**src/arn_pkg.sv**
```systemverilog
// Shared types and constants for the auto-range normalizer.
package arn_pkg;

  // Sample, range and quotient width
  localparam int DATA_W = 16;

  // Range restored by a range reset: -1..+1 volt in Q5.10
  localparam logic signed [DATA_W-1:0] RANGE_LOW_INIT  = -16'sd1024;
  localparam logic signed [DATA_W-1:0] RANGE_HIGH_INIT = 16'sd1024;

  // Quotient bits produced by the serial divider
  localparam int QUOT_STEPS = DATA_W;

  typedef enum logic [2:0] {
    ST_IDLE,
    ST_WIDEN,
    ST_PREP,
    ST_START,
    ST_DIV,
    ST_DONE
  } arn_state_t;

  // Controls from the sequencer to the range store
  typedef struct packed {
    logic widen;   // latch the widened range of the selected channel
    logic commit;  // write back the range and form numerator and divisor
    logic clear;   // restore the reset range instead of the widened one
  } range_ctl_t;

  // Status from the serial divider
  typedef struct packed {
    logic busy;
    logic done;
  } div_status_t;

endpackage

```
**src/arn_range.sv**
```systemverilog
// Per-channel running range store with widen and write-back steps.
module arn_range #(
  parameter int CHANNELS = 2,
  parameter int IDX_W    = 1
) (
  input  logic                              clk,
  input  logic                              rst_n,
  input  arn_pkg::range_ctl_t               ctl,
  input  logic [IDX_W-1:0]                  idx,
  input  logic signed [arn_pkg::DATA_W-1:0] sample,
  output logic [arn_pkg::DATA_W-1:0]        num,
  output logic [arn_pkg::DATA_W-1:0]        den
);
  import arn_pkg::*;

  logic signed [DATA_W-1:0] lo_r [CHANNELS];
  logic signed [DATA_W-1:0] hi_r [CHANNELS];
  logic signed [DATA_W-1:0] lo_w_r, lo_w_nxt;
  logic signed [DATA_W-1:0] hi_w_r, hi_w_nxt;
  logic [DATA_W-1:0]        num_r, den_r;
  logic signed [DATA_W-1:0] cur_lo, cur_hi;

  // Widen the selected channel's range to include the sample
  always_comb begin
    cur_lo   = lo_r[idx];
    cur_hi   = hi_r[idx];
    lo_w_nxt = (sample < cur_lo) ? sample : cur_lo;
    hi_w_nxt = (sample > cur_hi) ? sample : cur_hi;
  end

  // Hold the widened range for the write-back step
  always_ff @(posedge clk) begin
    if (ctl.widen) begin
      lo_w_r <= lo_w_nxt;
      hi_w_r <= hi_w_nxt;
    end
  end

  // Write back the range, restoring it when the reset flag is set
  always_ff @(posedge clk) begin
    if (!rst_n) begin
      for (int i = 0; i < CHANNELS; i++) begin
        lo_r[i] <= RANGE_LOW_INIT;
        hi_r[i] <= RANGE_HIGH_INIT;
      end
    end else if (ctl.commit) begin
      lo_r[idx] <= ctl.clear ? RANGE_LOW_INIT : lo_w_r;
      hi_r[idx] <= ctl.clear ? RANGE_HIGH_INIT : hi_w_r;
    end
  end

  // Form numerator and divisor from the widened range; both are non-negative
  always_ff @(posedge clk) begin
    if (ctl.commit) begin
      num_r <= DATA_W'(sample - lo_w_r);
      den_r <= DATA_W'(hi_w_r - lo_w_r);
    end
  end

  assign num = num_r;
  assign den = den_r;

endmodule

```
**src/arn_div_serial.sv**
```systemverilog
// Restoring divider producing one quotient bit per cycle of num*2^16/den.
module arn_div_serial (
  input  logic                       clk,
  input  logic                       rst_n,
  input  logic                       start,
  input  logic [arn_pkg::DATA_W-1:0] num,
  input  logic [arn_pkg::DATA_W-1:0] den,
  output arn_pkg::div_status_t       status,
  output logic [arn_pkg::DATA_W-1:0] quot
);
  import arn_pkg::*;

  localparam int CNT_W = $clog2(QUOT_STEPS);

  logic [DATA_W-1:0] rem_r, rem_nxt;
  logic [DATA_W-1:0] q_r;
  logic [DATA_W-1:0] den_r;
  logic              sat_r;
  logic [CNT_W-1:0]  cnt_r;
  logic              busy_r, done_r;
  logic [DATA_W:0]   rem_dbl;
  logic              fits;

  // Shift the remainder and try to subtract the divisor
  always_comb begin
    rem_dbl = {rem_r, 1'b0};
    fits    = (rem_dbl >= {1'b0, den_r});
    rem_nxt = fits ? DATA_W'(rem_dbl - {1'b0, den_r}) : rem_dbl[DATA_W-1:0];
  end

  // Load operands on start, then advance one quotient bit a cycle
  always_ff @(posedge clk) begin
    if (start) begin
      rem_r <= num;
      den_r <= den;
      sat_r <= (num == den);
      q_r   <= '0;
    end else if (busy_r) begin
      rem_r <= rem_nxt;
      q_r   <= {q_r[DATA_W-2:0], fits};
    end
  end

  // Count steps and flag the last one
  always_ff @(posedge clk) begin
    if (!rst_n) begin
      busy_r <= 1'b0;
      done_r <= 1'b0;
      cnt_r  <= '0;
    end else begin
      done_r <= 1'b0;
      if (start) begin
        busy_r <= 1'b1;
        cnt_r  <= CNT_W'(QUOT_STEPS - 1);
      end else if (busy_r) begin
        cnt_r <= cnt_r - 1'b1;
        if (cnt_r == '0) begin
          busy_r <= 1'b0;
          done_r <= 1'b1;
        end
      end
    end
  end

  // Sample at the top of the range saturates to all ones
  assign quot        = sat_r ? '1 : q_r;
  assign status.busy = busy_r;
  assign status.done = done_r;

endmodule

```
**src/auto_range_normalizer_core.sv**
```systemverilog
// Top level of the auto-range normalizer: sequencer, output register, checks.
//
//   channel | direction | handshake             | payload
//   --------+-----------+-----------------------+--------------------------------------
//   in_     | input     | in_valid / in_stall   | in_channel, in_sample, in_range_reset
//   out_    | output    | out_valid / out_stall | out_channel_out, out_normalized
//
// An item passes these steps from transfer to result: widen the range,
// write it back and form the operands, load the divider, run the bit-serial
// divider (one quotient bit per cycle), see it finish, then load the output.
// The next transfer is taken only in the idle state after the output load,
// so no new item is accepted before the last one has been loaded.
// rst_n is synchronous, active low, and restores every channel to -1..+1 volt.
// A stalled result is held in the output register; the next item is taken
// as soon as the result is loaded, while that result still waits.
module auto_range_normalizer_core #(
  parameter int CHANNELS = 2
) (
  input  logic                              clk,
  input  logic                              rst_n,
  input  logic                              in_valid,
  output logic                              in_stall,
  input  logic                              in_channel,
  input  logic signed [arn_pkg::DATA_W-1:0] in_sample,
  input  logic                              in_range_reset,
  output logic                              out_valid,
  input  logic                              out_stall,
  output logic                              out_channel_out,
  output logic signed [arn_pkg::DATA_W-1:0] out_normalized
);
  import arn_pkg::*;

  localparam int IDX_W = (CHANNELS > 1) ? $clog2(CHANNELS) : 1;

  arn_state_t               state_r, state_nxt;
  logic                     ch_r;
  logic [IDX_W-1:0]         idx_r;
  logic signed [DATA_W-1:0] sample_r;
  logic                     clear_r;
  logic                     out_valid_r;
  logic                     out_ch_r;
  logic signed [DATA_W-1:0] out_norm_r;

  range_ctl_t               range_ctl;
  logic                     div_start;
  div_status_t              div_stat;
  logic [DATA_W-1:0]        num, den, quot;
  logic                     in_xfer, out_xfer, out_load;

  assign in_xfer  = in_valid && !in_stall;
  assign out_xfer = out_valid_r && !out_stall;

  // Next state
  always_comb begin
    state_nxt = state_r;
    case (state_r)
      ST_IDLE:  if (in_valid) state_nxt = ST_WIDEN;
      ST_WIDEN: state_nxt = ST_PREP;
      ST_PREP:  state_nxt = ST_START;
      ST_START: state_nxt = ST_DIV;
      ST_DIV:   if (div_stat.done) state_nxt = ST_DONE;
      ST_DONE:  if (!out_valid_r || !out_stall) state_nxt = ST_IDLE;
      default:  state_nxt = ST_IDLE;
    endcase
  end

  // Sequencer outputs
  always_comb begin
    range_ctl.widen  = 1'b0;
    range_ctl.commit = 1'b0;
    range_ctl.clear  = clear_r;
    div_start        = 1'b0;
    out_load         = 1'b0;
    in_stall         = 1'b1;
    case (state_r)
      ST_IDLE:  in_stall = 1'b0;
      ST_WIDEN: range_ctl.widen = 1'b1;
      ST_PREP:  range_ctl.commit = 1'b1;
      ST_START: div_start = 1'b1;
      ST_DONE:  out_load = !out_valid_r || !out_stall;
      default:  in_stall = 1'b1;
    endcase
  end

  always_ff @(posedge clk) begin
    if (!rst_n) begin
      state_r <= ST_IDLE;
    end else begin
      state_r <= state_nxt;
    end
  end

  // Hold the accepted item
  always_ff @(posedge clk) begin
    if (in_xfer) begin
      ch_r     <= in_channel;
      idx_r    <= (CHANNELS > 1) ? IDX_W'(in_channel) : '0;
      sample_r <= in_sample;
      clear_r  <= in_range_reset;
    end
  end

  arn_range #(
    .CHANNELS (CHANNELS),
    .IDX_W    (IDX_W)
  ) u_range (
    .clk    (clk),
    .rst_n  (rst_n),
    .ctl    (range_ctl),
    .idx    (idx_r),
    .sample (sample_r),
    .num    (num),
    .den    (den)
  );

  arn_div_serial u_div (
    .clk    (clk),
    .rst_n  (rst_n),
    .start  (div_start),
    .num    (num),
    .den    (den),
    .status (div_stat),
    .quot   (quot)
  );

  // Drop the result on transfer, load a new one when the register frees
  always_ff @(posedge clk) begin
    if (!rst_n) begin
      out_valid_r <= 1'b0;
    end else if (out_load) begin
      out_valid_r <= 1'b1;
    end else if (out_xfer) begin
      out_valid_r <= 1'b0;
    end
  end

  // Offset the quotient by -32768: flip its top bit
  always_ff @(posedge clk) begin
    if (out_load) begin
      out_ch_r   <= ch_r;
      out_norm_r <= {~quot[DATA_W-1], quot[DATA_W-2:0]};
    end
  end

  assign out_valid       = out_valid_r;
  assign out_channel_out = out_ch_r;
  assign out_normalized  = out_norm_r;

  // An accepted item always starts with the widen step
  a_accept_widen: assert property (@(posedge clk) disable iff (!rst_n)
    in_xfer |=> (state_r == ST_WIDEN))
    else $error("accepted item did not enter widen step");

  // The divisor is at least two volts whenever a division starts
  a_den_span: assert property (@(posedge clk) disable iff (!rst_n)
    div_start |-> (den >= 16'd2048))
    else $error("divisor below two volts at divider start");

  // The divider works and finishes only while the sequencer waits for it
  a_div_done: assert property (@(posedge clk) disable iff (!rst_n)
    (div_stat.done || div_stat.busy) |-> (state_r == ST_DIV))
    else $error("divider active outside divide state");

  // A new result appears only from the done state
  a_out_from_done: assert property (@(posedge clk) disable iff (!rst_n)
    $rose(out_valid_r) |-> ($past(state_r) == ST_DONE))
    else $error("result loaded outside done state");

endmodule

```
**config.mk**
```make
export PLATFORM = sky130hd
export DESIGN_NAME = auto_range_normalizer_core
export DESIGN_NICKNAME = d
export VERILOG_FILES = /design/src/arn_pkg.sv /design/src/arn_range.sv /design/src/arn_div_serial.sv /design/src/auto_range_normalizer_core.sv
export SDC_FILE = /design/constraint.sdc
export NUM_CORES = 1
export LEC_CHECK = 0
export ABC_AREA = 1
export ABC_CLOCK_PERIOD_IN_PS = 3700
export CAP_MARGIN = 40
export CORE_AREA = 2 2 192 194
export CTS_BUF_LIST = sky130_fd_sc_hd__clkbuf_8
export CTS_CLUSTER_DIAMETER = 80
export DETAILED_ROUTE_END_ITERATION = 10
export DIE_AREA = 0 0 194 196
export DONT_BUFFER_PORTS = 1
export HOLD_SLACK_MARGIN = 0.12
export PLACE_DENSITY = 0.56
export SETUP_SLACK_MARGIN = 0.2
export SLEW_MARGIN = 20
export SYNTH_ARGS = -nofsm -noshare
export SYNTH_HDL_FRONTEND = slang
export SYNTH_HIERARCHICAL = 1
export SYNTH_SLANG_ARGS = --single-unit
```
**constraint.sdc**
```tcl
create_clock -name clk -period 3.7 [get_ports clk]
set_input_delay 0.185 -clock clk [delete_from_list [all_inputs] [get_ports clk]]
set_output_delay 0.185 -clock clk [all_outputs]
set_load 0.01 [all_outputs]
```
# Word-level counts from Yosys, hierarchy flattened
# Memory sizes are Yosys's and may differ from the RTL's. A register that Yosys moved wholly into a read port is not among the register bits.
# Index checks and enable logic that the tools add are counted.
word_totals:
  ram_bits: 64
  memories: 2
  elab_cells: 90
  reg_bits: 158
op_classes:
  n_addsub: 4
  reduce_logical: 13
  mux: 37
  eq_ne: 9
  order_cmp: 3
  bitwise: 3
memory_table:
  columns: ["memory", "words", "word_bits", "read_ports", "rd_ports_with_merged_regs", "wr", "line_no", "text"]
  rows:
  - ["u_range.hi_r", 2, 16, 1, 1, 2, "arn_range.sv:17", "logic signed [DATA_W-1:0] hi_r [CHANNELS];"]
  - ["u_range.lo_r", 2, 16, 1, 1, 2, "arn_range.sv:16", "logic signed [DATA_W-1:0] lo_r [CHANNELS];"]
op_table:
  columns: ["cell", "count"]
  rows:
  - ["16-bit 2-to-1 mux", 10]
  - ["16-bit subtractor", 3]
  - ["16-bit OR reduction", 2]
  - ["1-bit 2-to-1 mux", 21]
  - ["3-bit case mux with 6 select lines", 1]
  - ["17-bit by 16-bit >= comparator with 1-bit output", 1]
  - ["16-bit == test", 1]
  - ["16-bit > comparator", 1]
  - ["16-bit < comparator", 1]
  - ["3-bit 2-to-1 mux", 3]
  - ["4-bit 2-to-1 mux", 2]
  - ["3-bit by 2-bit == test with 1-bit output, second input constant", 2]
  - ["3-bit == test, second input constant", 2]
  - ["4-bit zero test", 1]
  - ["2-bit inequality test, second input constant", 2]
  - ["2-bit nonzero test", 2]
  - ["4-bit by 1-bit subtractor with 4-bit output, second input constant", 1]
  - ["3-bit by 1-bit == test with 1-bit output, second input constant", 1]
  - ["3-bit zero test", 1]
  - ["1-bit inverter", 3]
  - ["3-bit AND reduction", 1]
  - ["3-bit OR reduction", 1]
  - ["1-bit logical AND", 2]
  - ["1-bit zero test", 2]
  - ["2 further kinds", 2]

# Longest topological paths before layout
logic_depth:
  word_depth: 7
  ltp_mapped: 18
  mapped_depth_nobuf: 16

# Hierarchy
# The synthesis kept the hierarchy.
by_module_without_submodules:
  columns: ["module", "cells_each", "seq_area_each_um2", "instances", "area_per_inst_um2"]
  rows:
  - ["arn_range", 770, 3843.7, 1, 7417.1]
  - ["arn_div_serial", 495, 1431.4, 1, 3729.8]
  - ["auto_range_normalizer_core", 70, 1131.1, 1, 1285.0]

# Worst setup path before layout
# Ideal clock, no wire load.
synth_path:
  path_kind: "register to register"
  startpoint: "register state_r[1]"
  endpoint: "memory u_range.hi_r[0][0] (enable)"
  path_stages_with_launch: 10
  arrival_ns: 2.670
  period_less_slack_ns: 3.059
  path_slack_ns: 0.641
  path_buffers: 1
  required_time_ns: 3.311
  path_cell_list: "dfxtp_1 inv_1 nor2_1 nand2_1 inv_2 inv_1 nor3_2 clkinv_1 clkbuf_1 nand2_1"
synth_lines:
  columns: ["element", "line_no", "text"]
  rows:
  - ["start, declared", "auto_range_normalizer_core.sv:35", "arn_state_t state_r, state_nxt;"]
  - ["start signal, assigned", "auto_range_normalizer_core.sv:89", "state_r <= state_nxt;"]
  - ["end, declared", "arn_range.sv:17", null]

==> summary.md <==
The tools report the number of hold violations in the final report as 0. The critical path is of the flip-flop to flip-flop type. The count of routing violations after the opening detailed-route iteration is 574, and the count of maximum capacitance violations is 0.

In this run the register-to-register setup slack is 720 ps. For the via count, the log shows 8,963. The run gives 0 as the number of post-CTS setup repair buffers. The worst setup path is launched from a flip-flop.

The run gives 1,479 as the net count of the finished layout. Once the floorplan was initialized, standard cells occupied 34.4% of the core. In the routed design, unresolved DRC markers number 0. After routing the design area is 13,900 um^2.

The number of nets still failing antenna checks after routing came out at 0. The tightest hold path in the finished design has a slack of 220 ps. The worst-case setup slack after placement is 703 ps, and the post-cts gate resize count is 0. After detailed routing, the total wire length is 28,400 um. The core area is 36,100 um^2. In the final layout, the share of cells above drive strength 1 is 10.7%. In this run the worst path has a maximum fanout of 33. Subtracting the final worst setup slack from the clock period gives 2980 ps. The synthesis-to-finish area growth came out at 12.0%. The clock net in this run drives a total of 222 sinks. The clock latency of the later-clocked register in the worst-skew pair was 560 ps; the signal arrival time at the worst endpoint was 3280 ps. From left edge to right edge, the die measures 194 um. The total overflow left after global routing is 0.

Detailed placement finished with a half-perimeter wire length of 20,800 um. At the end of routability-driven placement, the weighted congestion stood at 0.888. For the final database, setup skew stands at 29.5 ps.

Global routing consumed, over all layers together, 15.0% of the routing resources. Setup repair after global routing left no endpoint under its margin. Total I/O pin count: 41. The worst setup path is captured at a flip-flop. After clock tree synthesis, the flow added hold-fix buffers numbering 22.

The peak supply drop is 0.304 mV, and the post-route clock period utilization is 80.6%. Number of max-slew violations in the final report: 0. For the largest net degree at the start of global routing, the log shows 58. The run finished with clean final reports.

The clock-pin slew reported for the worst setup and hold paths after clock tree synthesis came out at 60 ps. For the initial antenna violation count, the log shows 0. The root cell of the clock tree was sky130_fd_sc_hd__clkbuf_8. Headroom to the max-slew limit came out at 51.3%.

The full die area was 38,000 um^2; the number of core rows was 70. The transition time of the tightest slew-check pin was 730 ps; the count of input and output buffers was 0. Clock tree synthesis inserted a total of 39 buffers. Summed over all cells, the static leakage comes to 6.04 nW. The worst path required time is 4000 ps.

A synthesized cell averages 9.31 um^2. For the placed cell area, the log shows 13,000 um^2. In the routed layout, each cell is associated on average with a via count of 4.79. For the number of iterations in the first detailed-routing pass, the log shows 5. The Yosys step of the flow raised 6 warnings.

Counting every net in the synthesized netlist gives 1,437. The tools report the final count of negative-setup-slack endpoints as 0. The logs give 717 ps for the smallest setup slack after layout and 3 for the maximum buffer depth of the clock tree.

The antenna diode count is 0. The overall power was 6.69 mW. The via count of the first global-routing pass was 8,750; the gate count after technology mapping was 1,334. In this run the cell area of the synthesized design comes to 12,400 um^2. The tightest min-delay check is of the input port to flip-flop type.

The H-tree generated during clock tree synthesis spans 2 levels. Timing would allow up to 0.335 GHz. Summed over all failing endpoints, the final setup total negative slack is 0 ps. TritonCTS built the clock tree. The first-pass GRT wire length came out at 45,700 um.

The die is 196 um tall. The average detailed-routed wire length per instance was 15.2 um; the power density over cell area was 481 nW/um^2.
## power by group
part / total [mW] / leakage, nW / switching (mW) / internal (mW)
registers: 3.22 / 2.05 / 0.144 / 3.08
logic: 1.39 / 3.59 / 0.881 / 0.512
clock network: 2.08 / 0.404 / 1.02 / 1.05
total: 6.69 / 6.04 / 2.05 / 4.65
## critical path, stage by stage, from the launching register on
cell and delay, ps:
sky130_fd_sc_hd__edfxtp_1 400, sky130_fd_sc_hd__inv_2 400, sky130_fd_sc_hd__or2_2 200, sky130_fd_sc_hd__o21ai_0 120, sky130_fd_sc_hd__ha_1 350, sky130_fd_sc_hd__nand2_1 70, sky130_fd_sc_hd__o21ai_1 180, sky130_fd_sc_hd__nand2_1 70
sky130_fd_sc_hd__nand3_1 90, sky130_fd_sc_hd__nand2_1 80, sky130_fd_sc_hd__nand2_1 70, sky130_fd_sc_hd__nand2_1 40, sky130_fd_sc_hd__nand2_1 70, sky130_fd_sc_hd__nand2_1 360, sky130_fd_sc_hd__nand2_1 170, sky130_fd_sc_hd__nand2_1 60
## area by class of cell
type                    instances  area [um^2]
clock buffers                  42          578
clock inverters                28          128
fillers                      3647        22200
inverters                     204          766
multi-input cells             873         5080
flip-flops and latches        222         6410
well taps                     468          586
repair buffers                 36          374
## per-stage QoR
stage | std cells | utilization, %
final | 1873 | 38.6
after global routing | 1873 | 38.6
after CTS | 1873 | 38.6
after detailed placement | 1781 | 36.0
after global placement | 1779 | 35.9
after floorplan | 1334 | -
## routing by layer
layer / wire length [um] / share of wire (%) / vias to the layer above / track usage [%]
met5: 0 / 0 / - / 0
met4: 723 / 2.5 / 0 / 5.56
met3: 1260 / 4.4 / 49 / 2.48
met2: 13200 / 46 / 193 / 24.8
met1: 13300 / 47 / 4161 / 19.9
li1: - / - / 4560 / -
## worst paths after layout
path,start,to,depth (start not counted)
setup reg to reg,idx_r,u_range/hi_w_r[1],15
hold / removal,rst_n,u_range/hi_r[1][12],1
hold reg to reg,u_range/den[12],u_div/den_r[12],0
setup / recovery,idx_r,u_range/hi_w_r[1],15
## sequential cells by signal, indices dropped and copies added (netlist names), 4 cells and up
name,cells
u_range/hi_r,32
u_range/lo_r,32
out_normalized,16
sample_r,16
u_div/den_r,16
u_div/q_r,16
u_div/rem_r,16
u_range/den,16
u_range/hi_w_r,16
u_range/lo_w_r,16
u_range/num,16
u_div/cnt_r,4
## cells in the final DEF (no fill, tap or decap), drive strengths merged, types with 15 or more instances in the layout
cell type    instances
nand2              312
inv                212
edfxtp             196
nand3              104
ha                  78
nor3                63
nor2                59
o21ai               56
a21oi               50
clkbuf              42
xor2                36
or2                 34
dfxtp               26
dlygate4sd3         22
clkinv              19
nand3b              15
o22ai               15
Note: power is estimated with default switching activity, not from simulation.
